==> config.mk <==
export PLATFORM = sky130hd
export DESIGN_NAME = flash_erase_range_planner
export DESIGN_NICKNAME = d
export VERILOG_FILES = /design/src/rtl/core/frp_pkg.sv /design/src/rtl/core/frp_adder.sv /design/src/rtl/core/frp_ctrl.sv /design/src/rtl/core/flash_erase_range_planner.sv
export SDC_FILE = /design/constraint.sdc
export NUM_CORES = 1
export LEC_CHECK = 0
export CORE_UTILIZATION = 58
export CTS_BUF_LIST = sky130_fd_sc_hd__clkbuf_4
export DETAILED_ROUTE_END_ITERATION = 12
export DONT_BUFFER_PORTS = 1
export PLACE_DENSITY = 0.74
export SETUP_SLACK_MARGIN = 0.05
export SLEW_MARGIN = 20
export SYNTH_ARGS = -nofsm -noshare
export SYNTH_HDL_FRONTEND = slang
export SYNTH_SLANG_ARGS = --single-unit
==> constraint.sdc <==
create_clock -name clk_i -period 7.58 [get_ports clk_i]
set_input_delay 1.137 -clock clk_i [delete_from_list [all_inputs] [get_ports clk_i]]
set_output_delay 1.137 -clock clk_i [all_outputs]
set_load 0.02 [all_outputs]
==> src/rtl/core/frp_pkg.sv <==
// Package for the flash erase range planner.
// Holds shared widths, opcodes, status codes and the command struct.
// No dependencies.
`timescale 1ns / 1ps

package frp_pkg;

  // Fixed field widths.
  localparam int unsigned AddrW     = 21;
  localparam int unsigned LenW      = 22;
  localparam int unsigned OpcodeW   = 8;
  localparam int unsigned StatusW   = 2;

  // Sector geometry; all sequencing arithmetic runs in 4K sector units.
  localparam int unsigned SECTOR_BYTES = 4096;
  localparam int unsigned SectorShift  = 12;
  localparam int unsigned BlockUnits   = 16;   // 64K block in sectors
  localparam int unsigned ThreshUnits  = 32;   // 128K threshold in sectors

  // Unit-domain width: holds start plus rounded length in sectors.
  localparam int unsigned UnitW = AddrW - SectorShift + 2;

  // Default flash size.
  localparam int unsigned FLASH_BYTES_DEF = 2097152;

  // Erase opcodes.
  localparam logic [OpcodeW-1:0] OpSector = 8'h20;
  localparam logic [OpcodeW-1:0] OpBlock  = 8'hD8;
  localparam logic [OpcodeW-1:0] OpNone   = 8'h00;

  // Result status codes.
  typedef enum logic [StatusW-1:0] {
    StCommand    = 2'd0,
    StMisaligned = 2'd1,
    StZeroLength = 2'd2,
    StBeyondEnd  = 2'd3
  } status_e;

  // One result from the sequencer to the output register.
  typedef struct packed {
    status_e              status;
    logic [OpcodeW-1:0]   opcode;
    logic [AddrW-1:0]     address;
    logic                 last;
  } cmd_t;

endpackage

==> src/rtl/core/frp_adder.sv <==
// Shared adder of the erase range planner, used by the end, limit and emit steps.
// Depends on frp_pkg for the unit-domain width.
`timescale 1ns / 1ps

module frp_adder (
  input  logic [frp_pkg::UnitW-1:0] a_i,
  input  logic [frp_pkg::UnitW-1:0] b_i,
  input  logic                      cin_i,
  output logic [frp_pkg::UnitW-1:0] sum_o
);

  // Modular add with carry-in; subtraction is done by inverting b with cin set.
  assign sum_o = a_i + b_i + frp_pkg::UnitW'(cin_i);

endmodule

==> src/rtl/core/frp_ctrl.sv <==
// Sequencer of the erase range planner: checks a request, then walks the
// range in sector units through the shared adder. Depends on frp_pkg, frp_adder.
`timescale 1ns / 1ps

module frp_ctrl #(
  parameter int unsigned FLASH_BYTES = frp_pkg::FLASH_BYTES_DEF
) (
  input  logic                       clk_i,
  input  logic                       rst_ni,
  input  logic                       in_valid_i,
  output logic                       in_ready_o,
  input  logic [frp_pkg::AddrW-1:0]  start_address_i,
  input  logic [frp_pkg::LenW-1:0]   byte_length_i,
  input  logic                       out_free_i,
  output logic                       cmd_valid_o,
  output frp_pkg::cmd_t              cmd_o
);

  localparam int unsigned UW = frp_pkg::UnitW;
  localparam int unsigned SS = frp_pkg::SectorShift;
  localparam logic [UW-1:0] FLASH_UNITS = UW'(FLASH_BYTES / frp_pkg::SECTOR_BYTES);
  localparam logic [UW-1:0] BLOCK_U     = UW'(frp_pkg::BlockUnits);

  typedef enum logic [4:0] {
    S_IDLE   = 5'b00001,
    S_END    = 5'b00010,
    S_LIMIT  = 5'b00100,
    S_EMIT   = 5'b01000,
    S_REPORT = 5'b10000
  } state_e;

  state_e state_q, state_d;

  logic [frp_pkg::AddrW-1:0] start_q;
  logic [frp_pkg::LenW-1:0]  len_q;
  logic [UW-1:0]             end_q;
  logic [UW-1:0]             lim_q;
  logic [UW-1:0]             cur_q;
  logic                      blk_q;
  frp_pkg::status_e          err_q;

  logic [UW-1:0] add_a, add_b, add_sum;
  logic          add_cin;
  logic          len_frac;
  logic          is_block;
  logic          is_last;

  assign len_frac = |len_q[SS-1:0];
  assign is_block = blk_q && (cur_q[3:0] == 4'd0) && (cur_q <= lim_q);
  assign is_last  = (add_sum == end_q);

  // Operand selection for the shared adder.
  always_comb begin
    add_a   = '0;
    add_b   = '0;
    add_cin = 1'b0;
    unique case (state_q)
      S_END: begin
        add_a   = UW'(start_q[frp_pkg::AddrW-1:SS]);
        add_b   = UW'(len_q[frp_pkg::LenW-1:SS]);
        add_cin = len_frac;
      end
      S_LIMIT: begin
        add_a   = end_q;
        add_b   = ~BLOCK_U;
        add_cin = 1'b1;
      end
      S_EMIT: begin
        add_a   = cur_q;
        add_b   = is_block ? BLOCK_U : UW'(1);
        add_cin = 1'b0;
      end
      default: begin
      end
    endcase
  end

  frp_adder u_adder (
    .a_i   (add_a),
    .b_i   (add_b),
    .cin_i (add_cin),
    .sum_o (add_sum)
  );

  // Next-state logic.
  always_comb begin
    state_d = state_q;
    unique case (state_q)
      S_IDLE:   if (in_valid_i) state_d = S_END;
      S_END: begin
        if (start_q[SS-1:0] != '0 || len_q == '0) state_d = S_REPORT;
        else                                      state_d = S_LIMIT;
      end
      S_LIMIT: begin
        if (end_q > FLASH_UNITS) state_d = S_REPORT;
        else                     state_d = S_EMIT;
      end
      S_EMIT:   if (out_free_i && is_last) state_d = S_IDLE;
      S_REPORT: if (out_free_i) state_d = S_IDLE;
      default:  state_d = S_IDLE;
    endcase
  end

  always_ff @(posedge clk_i or negedge rst_ni) begin
    if (!rst_ni) begin
      state_q <= S_IDLE;
    end else begin
      state_q <= state_d;
    end
  end

  // Datapath registers of the request being worked on.
  always_ff @(posedge clk_i) begin
    unique case (state_q)
      S_IDLE: begin
        start_q <= start_address_i;
        len_q   <= byte_length_i;
      end
      S_END: begin
        end_q <= add_sum;
        // Rounded length reaches 128K when the length exceeds 31 sectors.
        blk_q <= (len_q[frp_pkg::LenW-1:SS+5] != '0)
                 || ((&len_q[SS+4:SS]) && len_frac);
        if (start_q[SS-1:0] != '0) err_q <= frp_pkg::StMisaligned;
        else                       err_q <= frp_pkg::StZeroLength;
      end
      S_LIMIT: begin
        lim_q <= add_sum;
        cur_q <= UW'(start_q[frp_pkg::AddrW-1:SS]);
        err_q <= frp_pkg::StBeyondEnd;
      end
      S_EMIT: begin
        if (out_free_i) cur_q <= add_sum;
      end
      default: begin
      end
    endcase
  end

  assign in_ready_o = (state_q == S_IDLE);

  // Result toward the output register.
  always_comb begin
    cmd_valid_o = 1'b0;
    cmd_o       = '0;
    if (state_q == S_EMIT) begin
      cmd_valid_o    = out_free_i;
      cmd_o.status   = frp_pkg::StCommand;
      cmd_o.opcode   = is_block ? frp_pkg::OpBlock : frp_pkg::OpSector;
      cmd_o.address  = {cur_q[frp_pkg::AddrW-SS-1:0], {SS{1'b0}}};
      cmd_o.last     = is_last;
    end else if (state_q == S_REPORT) begin
      cmd_valid_o    = out_free_i;
      cmd_o.status   = err_q;
      cmd_o.opcode   = frp_pkg::OpNone;
      cmd_o.address  = '0;
      cmd_o.last     = 1'b1;
    end
  end

endmodule

==> src/rtl/core/flash_erase_range_planner.sv <==
// Top level of the flash erase range planner: sequencer plus output register.
// Depends on frp_pkg and frp_ctrl.
`timescale 1ns / 1ps

// Splits one erase request into SPI NOR erase commands, one result per
// transaction on the output channel, in rising address order. A request is
// taken only while the block is idle. A request with a misaligned start, a
// zero length or a range past FLASH_BYTES gives one error result; the first
// two are found in the end step, the last in the limit step. A good request
// passes both steps and then emits one command per cycle through the shared
// adder while the output register is free, at most 60 commands in all. An
// output stall holds emission. The next request is taken while the final
// result still waits in the output register.
module flash_erase_range_planner #(
  parameter int unsigned FLASH_BYTES = frp_pkg::FLASH_BYTES_DEF
) (
  input  logic                          clk_i,
  input  logic                          rst_ni,
  input  logic                          in_valid_i,
  output logic                          in_ready_o,
  input  logic [frp_pkg::AddrW-1:0]     start_address_i,
  input  logic [frp_pkg::LenW-1:0]      byte_length_i,
  output logic                          out_valid_o,
  input  logic                          out_ready_i,
  output logic [frp_pkg::StatusW-1:0]   status_o,
  output logic [frp_pkg::OpcodeW-1:0]   erase_opcode_o,
  output logic [frp_pkg::AddrW-1:0]     erase_address_o,
  output logic                          last_command_o
);

  logic          out_valid_q;
  frp_pkg::cmd_t out_q;
  logic          out_free;
  logic          cmd_valid;
  frp_pkg::cmd_t cmd;

  assign out_free = !out_valid_q || out_ready_i;

  frp_ctrl #(
    .FLASH_BYTES (FLASH_BYTES)
  ) u_ctrl (
    .clk_i           (clk_i),
    .rst_ni          (rst_ni),
    .in_valid_i      (in_valid_i),
    .in_ready_o      (in_ready_o),
    .start_address_i (start_address_i),
    .byte_length_i   (byte_length_i),
    .out_free_i      (out_free),
    .cmd_valid_o     (cmd_valid),
    .cmd_o           (cmd)
  );

  // Output register valid flag.
  always_ff @(posedge clk_i or negedge rst_ni) begin
    if (!rst_ni) begin
      out_valid_q <= 1'b0;
    end else if (cmd_valid) begin
      out_valid_q <= 1'b1;
    end else if (out_ready_i) begin
      out_valid_q <= 1'b0;
    end
  end

  // Output register payload.
  always_ff @(posedge clk_i) begin
    if (cmd_valid) begin
      out_q <= cmd;
    end
  end

  assign out_valid_o     = out_valid_q;
  assign status_o        = out_q.status;
  assign erase_opcode_o  = out_q.opcode;
  assign erase_address_o = out_q.address;
  assign last_command_o  = out_q.last;

endmodule

# Yosys cells after proc, flatten, opt, wreduce, memory -nomap -nowiden
# Index checks and enable logic that the tools add are counted.
# totals
register_bits	117
latchBits	0
ramBits	0
romBits	0
input_bits	47
output_inout_bits	34
elab_cells	70
mem_count	0
# classes
add_sub_neg	2
multipliers	0
div	0
n_lt_le_gt_ge	2
n_eq_ne	10
n_shift	0
mux	21
n_bitwise	1
n_reduce_logical	20
# ops
operator	n
11-bit case mux with 3 select lines	2
30-bit two-way mux	1
5-bit two-way mux	6
5-bit case mux with 5 select lines	1
22-bit logical NOT	1
11-bit case mux with 2 select lines	1
12-bit nonzero test	1
12-bit OR reduction	1
11-bit by 1-bit adder with 11-bit output	1
11-bit adder	1
11-bit == test	1
11-bit by 10-bit > comparator with 1-bit output (second input constant)	1
11-bit less-or-equal comparator	1
11-bit two-way mux	1
8-bit two-way mux	1
2-bit by 1-bit inequality test with 1-bit output (second input constant)	3
2-bit nonzero test	3
5-bit by 1-bit == test with 1-bit output (second input constant)	1
5-bit by 2-bit == test with 1-bit output (second input constant)	1
5-bit by 3-bit == test with 1-bit output (second input constant)	1
5-bit by 4-bit == test with 1-bit output (second input constant)	1
5-bit == test (second input constant)	1
1-bit two-way mux	5
5-bit AND reduction	1
13 further kinds	18

# Logic depth before layout (Yosys ltp)
# Gate-level depths: netlist of the first run.
# depth
depth_word	11
mapped_depth	21
ltp_nobuf	21

# Hierarchy
# Synthesis of the first run repeated with hierarchy kept, for this count alone.
# hier_totals
hier_cells	395
hier_area_um2	5362.6
# by_module_without_submodules
module	n_inst	cells_per_inst	area_per_inst_um2	seq_area_each_um2
frp_ctrl	1	303	3893.7	2498.6
flash_erase_range_planner	1	35	1008.5	985.9
frp_adder	1	57	460.4	0.0

# Worst setup path before layout of the first run
# No wires, ideal clock.
# synth_timing
path_type	reg-to-output
startpoint	reg u_ctrl.state_q[2]
endpoint	out in_ready_o
t_arrival_ns	4.569
t_required_ns	6.443
slack_ns	1.874
path_stages_with_launch	3
n_path_buf	0
path_cell_list	dfrtp_1 or3_1 nor3b_1
# synth_between
elab_chain_cells	1
# synth_lines
element	line_no	source
start: declaration	frp_ctrl.sv:32	state_e state_q, state_d;
start signal: assignment	frp_ctrl.sv:108	state_q <= state_d;
5-bit by 1-bit == test with 1-bit output	frp_ctrl.sv:140	assign in_ready_o = (state_q == S_IDLE);
end: declaration	flash_erase_range_planner.sv:20	output logic in_ready_o,
# No other way between the ends.

# Final worst setup path of the first run
# layout_timing
startpoint	reg u_ctrl.state_q[1]
endpoint	reg u_ctrl.state_q[0]
# layout_between
elab_chain_cells	8
elab_cells_between_ends	17
cone_classes	add/sub (2); eq/ne (9); mux (4); reduce/logical (2)
# layout_lines
element	line_no	source
5-bit by 4-bit == test with 1-bit output, or another cell as far along	frp_ctrl.sv:57	unique case (state_q)
11-bit case mux with 3 select lines	frp_ctrl.sv:57	
11-bit adder	frp_adder.sv:13	assign sum_o = a_i + b_i + frp_pkg::UnitW'(cin_i);
11-bit by 1-bit adder with 11-bit output *	frp_adder.sv:13	
net u_ctrl.add_sum[1]	frp_ctrl.sv:42	logic [UW-1:0] add_a, add_b, add_sum;
11-bit == test *	frp_ctrl.sv:50	assign is_last = (add_sum == end_q);
1-bit logical AND *	frp_ctrl.sv:98	S_EMIT: if (out_free_i && is_last) state_d = S_IDLE;
2-bit by 1-bit inequality test with 1-bit output (no line) *	-	
3-bit AND reduction (no line) *	-	
# Mark *: on every way through the listed nets, which the timed path passes. The rest lies on a longest branch.
# A chain may end at the register's enable or synchronous reset.

==> flow_metrics.py, run 1 <==
metrics = {
    "floorplan": {
        "core_mm2": 0.008258,
        "num_io_pins": 81,
        "die_h_um": 94.49,
        "dieWidth_um": 94.49,
        "start_util_pct": 60.08,
        "die_area_mm2": 0.008927,
        "num_rows": 33,
    },
    "grt": {
        "track_usage_pct": 21.68,
        "gr-max-usage-layer": "met2",
        "grt_pass1_wl_um": 14190,
        "overflow": 0,
        "grtUsageMet1_pct": 29.43,
        "grt_max_degree": 48,
        "use_met3_pct": 4.911,
        "grt_pass1_vias": 2759,
        "grtUsageMet2_pct": 34.06,
        "antenna_found_initial": 0,
    },
    "power": {
        "vdd_drop_max_mv": 0.1704,
        "leakage_uw": 0.002032,
        "p_per_area_mw_per_mm2": 276.4,
    },
    "clock_tree": {
        "ctsHoldBuffers": 0,
        "h-tree-depth": 3,
        "postCtsSetupBuffers": 0,
        "clk_pin_slew_ns": 0.18,
        "insertion_delay_ns": 0.47,
        "cts_tree": "yes",
        "cts.sinks": 99,
        "cts_resized": 0,
        "clock_path_buffers": 2,
        "cts_root_buffer": "clkbuf_4",
        "numCtsBuffers": 9,
    },
    "sta": {
        "skew_ns": 0.02276,
        "min_period_ns": 5.300,
        "hold_ws_ns": 0.3287,
        "worst_pin_slew_ns": 0.8143,
        "max_slew_margin_pct": 45.66,
        "setup_tns_ns": 0,
        "maxSlewViolCount": 0,
        "grt_setup_unrepaired": "false",
        "max_freq_mhz": 188.7,
        "finalHoldViolations": 0,
        "setup_violations": 0,
        "post-route-period-util_pct": 69.92,
    },
    "placed_design": {
        "dp_cells": 492,
        "place.gp.congestion": 0.9286,
        "dpl.hpwl_um": 6541,
        "io_buffers": 0,
    },
    "critical_path": {
        "cp.required_ns": 7.98,
        "worstSetupPathType": "register to register",
        "endpoint_kind": "register",
        "start_kind": "register",
        "crit_fanout": 24,
        "arrival_ns": 5.70,
    },
    "yosys": {
        "synth_warnings": 0,
        "synth_ff_type": "edfxtp_1",
        "synth-seq-cells": 99,
        "synthXorXnorAreaFrac_pct": 3.733,
        "synth_compound_area_share_pct": 11.00,
        "synth-edff-count": 93,
        "synth_top_family_by_area": "simple AND/OR/NAND/NOR gates",
        "synthAdderAreaFrac_pct": 5.851,
        "synth-simple-area-share_pct": 13.97,
        "synthArstFlopShare_pct": 6.061,
        "synth_cells": 401,
        "muxShareOfSynthArea_pct": 0.2270,
        "syn_area_mm2": 0.004961,
        "syn_area_per_cell_um2": 12.37,
        "ys_seq_area_share_pct": 59.34,
        "ys_types": 58,
    },
    "final_layout": {
        "stdcell_count": 508,
        "nets": 467,
        "n_fill_cell": 652,
        "area_growth_pct": 3.783,
        "drive_gt1_share_pct": 8.685,
        "n_antenna_cell": 0,
    },
    "detailed_routing": {
        "routed_via_density": 5.923,
        "antenna_left": 0,
        "wirelength_um": 8965,
        "drcViolationCount": 0,
        "drtIter0Drc": 191,
        "firstDrtPassIters": 5,
        "wl_per_cell_um": 17.65,
        "via_count": 3009,
    },
    "run": {
        "max_cap_violations": 0,
    },
    "min_path": {
        "hp-class": "primary input to asynchronous set/reset pin",
    },
    "run_status": {
        "status": "complete, no violations",
    },
}
[synthesized netlist by cell type (3+ instances only)]
cell,n,area share (%)
edfxtp_1,93,56
ha_1,20,5.0
dfrtp_1,5,2.5
and3_1,5,0.63
xor2_1,5,0.88
nand3_1,8,0.81
a21o_1,3,0.45
nor2_1,16,1.2
a31oi_1,3,0.38
a211oi_1,5,0.76
nor2b_1,6,0.76
o31ai_1,3,0.45
o21ai_0,8,0.81
buf_4,18,2.7
o21a_1,6,0.91
and2_1,14,1.8
nand2_1,44,3.3
nor4_1,12,1.5
nor3_1,5,0.50
inv_1,25,1.9
clkbuf_1,13,0.98
nand4_1,3,0.38
a21oi_1,14,1.4
nor3b_1,3,0.45
nand2b_1,4,0.50
xnor2_1,11,1.9
nand3b_1,3,0.45
a221oi_1,9,1.6
[layout make-up]
class | instances | area (µm²) | area share, %
Clock inverter | 7 | 77.57 | 1.507
Clock buffer | 9 | 67.56 | 1.312
Tap cell | 105 | 131.4 | 2.552
Multi-Input combinational cell | 258 | 1797 | 34.90
Sequential cell | 99 | 2944 | 57.18
Inverter | 25 | 93.84 | 1.823
Timing Repair Buffer | 5 | 37.54 | 0.7290
[path summary, 6_finish.rpt]
kind,from,end,slack (ns),depth (start not counted)
worst max-delay path,u_ctrl.state_q[1]$_DFFE_PN0P_,u_ctrl.state_q[0]$_DFFE_PN1P_,2.28,15
worst min-delay path,rst_ni,out_valid_o$_DFFE_PN0P_,0.33,0
worst max register to register,u_ctrl.state_q[1]$_DFFE_PN0P_,u_ctrl.state_q[0]$_DFFE_PN1P_,2.28,15
worst min register to register,u_ctrl.start_q[17]$_DFFE_PP_,u_ctrl.cur_q[5]$_DFFE_PP_,0.57,2
max in group asynchronous,rst_ni,u_ctrl.state_q[0]$_DFFE_PN1P_,7.08,0
min in group clk_i,u_ctrl.start_q[17]$_DFFE_PP_,u_ctrl.cur_q[5]$_DFFE_PP_,0.57,2
[critical path, stage by stage, from the launching register on]
cell,delay (ns)
dfrtp_1,0.46
nor3_1,0.26
nand3b_1,0.54
inv_1,0.83
a221oi_1,0.26
fa_1,0.45
inv_1,0.09
fa_1,0.50
xor2_1,0.22
a311oi_1,0.32
o2111ai_1,0.16
nor4_1,0.19
nand2_1,0.15
nor4b_4,0.39
a41oi_1,0.19
o31ai_2,0.21
[registers in the layout, indices dropped and copies added, names as in the netlist, 5 cells and up]
| signal | count |
|---|---|
| erase_address_o | 9 |
| u_ctrl.end_q | 11 |
| u_ctrl.start_q | 21 |
| u_ctrl.lim_q | 11 |
| u_ctrl.state_q | 5 |
| u_ctrl.cur_q | 11 |
| u_ctrl.len_q | 22 |
[where the power goes]
group	internal (µW)	switching, µW
clock	78.8	201
combinational	99.8	204
sequential	768	70.9
[metrics by stage]
step | setup WS (ns) | power, µW | utilization [%] | area (µm²)
2_1_floorplan | 1.874 | 1086 | - | 5014
3_3_place_gp | 2.409 | 1143 | 60.59 | 5004
3_5_place_dp | 2.357 | 1154 | 60.59 | 5004
4_1_cts | 2.262 | 1424 | 62.35 | 5149
5_1_grt | 1.803 | 1489 | 62.35 | 5149
6_report | 2.280 | 1423 | 62.35 | 5149
[routing by layer]
metal | vias up | share of wire [%]
met4 | 0 | 1.8
li1 | 1448 | -
met5 | - | 0
met2 | 115 | 48
met3 | 14 | 5.6
met1 | 1432 | 45
[cells in the final DEF (no fill, tap or decap), types with 5 or more instances in the layout]
master    instances
xor2_1            5
nor2b_1           6
dfrtp_1           5
xnor2_1          11
nor4_1           12
edfxtp_1         93
clkbuf_4          9
a211oi_1          5
nor2_1           16
a21oi_1          14
buf_4             5
ha_1             20
a221oi_1          9
conb_1           15
nor3_1            5
nand3_1           8
nand2_1          44
inv_1            25
and2_1           14
o21ai_0           8
and3_1            5
o21a_1            6
[cell families (layout without fill, tap and decap cells)]
kind of cell    after synthesis  in the layout
simple gates                132            132
flops                        99             99
compound gates               70             70
buf+inv                      58             46
fa+ha+maj                    22             22
xor+xnor                     18             18
other cells                   1             15
mux                           1              1
No activity file was read; power rests on OpenSTA's default activity.
==> run 2, diff against run 1 <==
==> constraint.sdc (replaced) <==
create_clock -name clk_i -period 5.4 [get_ports clk_i]
set_input_delay 0.81 -clock clk_i [delete_from_list [all_inputs] [get_ports clk_i]]
set_output_delay 0.81 -clock clk_i [all_outputs]
set_load 0.02 [all_outputs]
==> run 2 against run 1 <==
Critical path depth is 5 higher. Routed wire length grew 4.6%. Hold slack worse by 0.16 ns. Global-route usage rose by 1.3 points. Largest cell class unchanged. Design area increased by 1.0%. Sequential share of layout area decreased by 0.59 points. Register-to-register slack worse by 1.9 ns.
==> flow_metrics.py, run 2 (same netlist as run 1, synthesis figures left out) <==
metrics = {
    "run_status": {
        "status": "complete, no violations",
    },
    "floorplan": {
        "num_rows": 33,
        "dieWidth_um": 94.49,
        "start_util_pct": 60.08,
        "die_area_mm2": 0.008927,
        "die_h_um": 94.49,
        "num_io_pins": 81,
        "core_mm2": 0.008258,
    },
    "sta": {
        "post-route-period-util_pct": 93.84,
        "grt_setup_unrepaired": "false",
        "min_period_ns": 5.067,
        "maxSlewViolCount": 0,
        "max_freq_mhz": 197.3,
        "setup_violations": 0,
        "skew_ns": 0.01335,
        "max_slew_margin_pct": 52.55,
        "worst_pin_slew_ns": 0.7132,
        "finalHoldViolations": 0,
        "setup_tns_ns": 0,
    },
    "critical_path": {
        "critPathMostFrequentCell": "o21a_1",
        "arrival_ns": 5.38,
        "cp_cell_sequence": "ha_1 -> nor2b_1 -> o21a_1 -> o21a_1 -> o21a_1 -> o21a_1 -> o31ai_1 -> a31oi_1 -> a211oi_2 -> fa_1 -> inv_1 -> fa_1 -> xor2_1 -> a311oi_1 -> o2111ai_1 -> nor4_1 -> nand2_1 -> nor4b_4 -> nand3_1 -> o21ai_1",
        "endpoint_kind": "register",
        "crit_fanout": 4,
        "worstSetupPathType": "register to register",
        "start_kind": "register",
        "slowest_delay_ns": 0.56,
        "slowest_stage": "fa_1",
        "cp.required_ns": 5.71,
    },
    "final_layout": {
        "final_common_cell": "edfxtp_1",
        "area_growth_pct": 4.868,
        "stdcell_count": 513,
        "n_antenna_cell": 0,
        "largestRegisters": "u_ctrl.len_q (22), u_ctrl.start_q (21)",
        "final_cell_mix": "edfxtp_1, nand2_1, inv_1",
        "post-route-util_pct": 63.00,
        "drive_gt1_share_pct": 9.559,
        "largest_reg_flops": 22,
        "nets": 472,
        "top_register": "u_ctrl.len_q",
        "fin_area_mm2": 0.005202,
    },
    "power": {
        "leakage_uw": 0.002051,
        "vdd_drop_max_mv": 0.2500,
        "p_per_area_mw_per_mm2": 387.8,
    },
    "run": {
        "max_cap_violations": 0,
    },
    "clock_tree": {
        "numCtsBuffers": 9,
        "clock_path_buffers": 2,
        "cts_root_buffer": "clkbuf_4",
        "cts.sinks": 99,
        "insertion_delay_ns": 0.45,
        "clk_pin_slew_ns": 0.15,
        "h-tree-depth": 3,
        "postCtsSetupBuffers": 0,
        "cts_tree": "yes",
    },
    "detailed_routing": {
        "via_count": 3092,
        "firstDrtPassIters": 5,
        "drtIter0Drc": 282,
        "wirelength_um": 9373,
        "routed_via_density": 6.027,
        "wl_per_cell_um": 18.27,
        "drcViolationCount": 0,
        "antenna_left": 0,
    },
    "min_path": {
        "hp-class": "primary input to asynchronous set/reset pin",
    },
    "placed_design": {
        "place.gp.congestion": 0.8898,
        "dpl.hpwl_um": 6892,
        "dp_cells": 495,
        "io_buffers": 0,
        "placed_area_mm2": 0.005032,
    },
    "grt": {
        "antenna_found_initial": 0,
        "grt_pass1_vias": 2871,
        "grt_max_degree": 48,
        "track_usage_pct": 22.99,
        "grt_pass1_wl_um": 14900,
        "overflow": 0,
    },
}
-- run 2: cell type report --
cell class                      count  area, µm²
Clock buffer                       11      82.58
Multi-Input combinational cell    258       1809
Tap cell                          105      131.4
Sequential cell                    99       2944
Fill cell                         641       3055
Timing Repair Buffer               10      80.08
Clock inverter                      5      61.31
Inverter                           25      93.84
-- run 2: metal layers --
| layer | up-vias | global-route usage [%] | part of all wire [%] |
|---|---|---|---|
| met5 | - | 0 | 0 |
| met4 | 0 | 6.692 | 1.7 |
| met3 | 17 | 6.200 | 8.3 |
| met2 | 151 | 36.23 | 47 |
| met1 | 1465 | 31.39 | 43 |
| li1 | 1459 | - | - |
-- run 2: what timing repair did --
item | in CTS | in global routing
resized for setup | 0 | 2
endpoints found under the hold margin | 4 | 1
endpoints found under the setup margin | 0 | 3
hold buffers | 1 | 1
-- run 2: report_power, final --
group	switching [µW]	leakage [µW]	total (µW)	internal, µW
registers	103	0.000939	1180	1080
clock network	248	0.0000697	401	153
logic	289	0.00104	435	146
total	640	0.00205	2020	1380
-- run 2: worst max-delay path, delay by kind of cell (launching register included) --
family                     cells  cell delay [ns]
DFF                            1             0.45
buffers and inverters          1             0.06
adders and majority gates      3             1.14
xor gates and xnor gates       1             0.23
and+or+nand+nor                5             1.00
AOI/OAI and AO/OA             10             2.05
-- run 2: final timing paths --
path	start	slack [ns]	cells after the start	end
max	u_ctrl.cur_q[1]$_DFFE_PP_	0.33	20	last_command_o$_DFFE_PP_
min	rst_ni	0.17	0	u_ctrl.state_q[0]$_DFFE_PN1P_
max reg2reg	u_ctrl.cur_q[1]$_DFFE_PP_	0.33	20	last_command_o$_DFFE_PP_
min reg2reg	u_ctrl.err_q[0]$_SDFFCE_PP1P_	0.58	1	status_o[0]$_SDFFCE_PP0P_
max in group asynchronous	rst_ni	4.62	1	u_ctrl.state_q[4]$_DFFE_PN0P_
min in group clk_i	start_address_i[14]	0.44	0	u_ctrl.start_q[14]$_DFFE_PP_
-- run 2: stage by stage --
step | hold WS, ns | setup WS, ns | total power (µW)
finish | 0.1669 | 0.3328 | 2018
CTS | 0.009501 | 0.2513 | 2021
global route | 0.1024 | 0.06736 | 2114
floorplan | 0.4967 | 1.016 | 1516
global placement | 0.5145 | 0.5057 | 1613
detailed placement | 0.5145 | 0.3029 | 1630
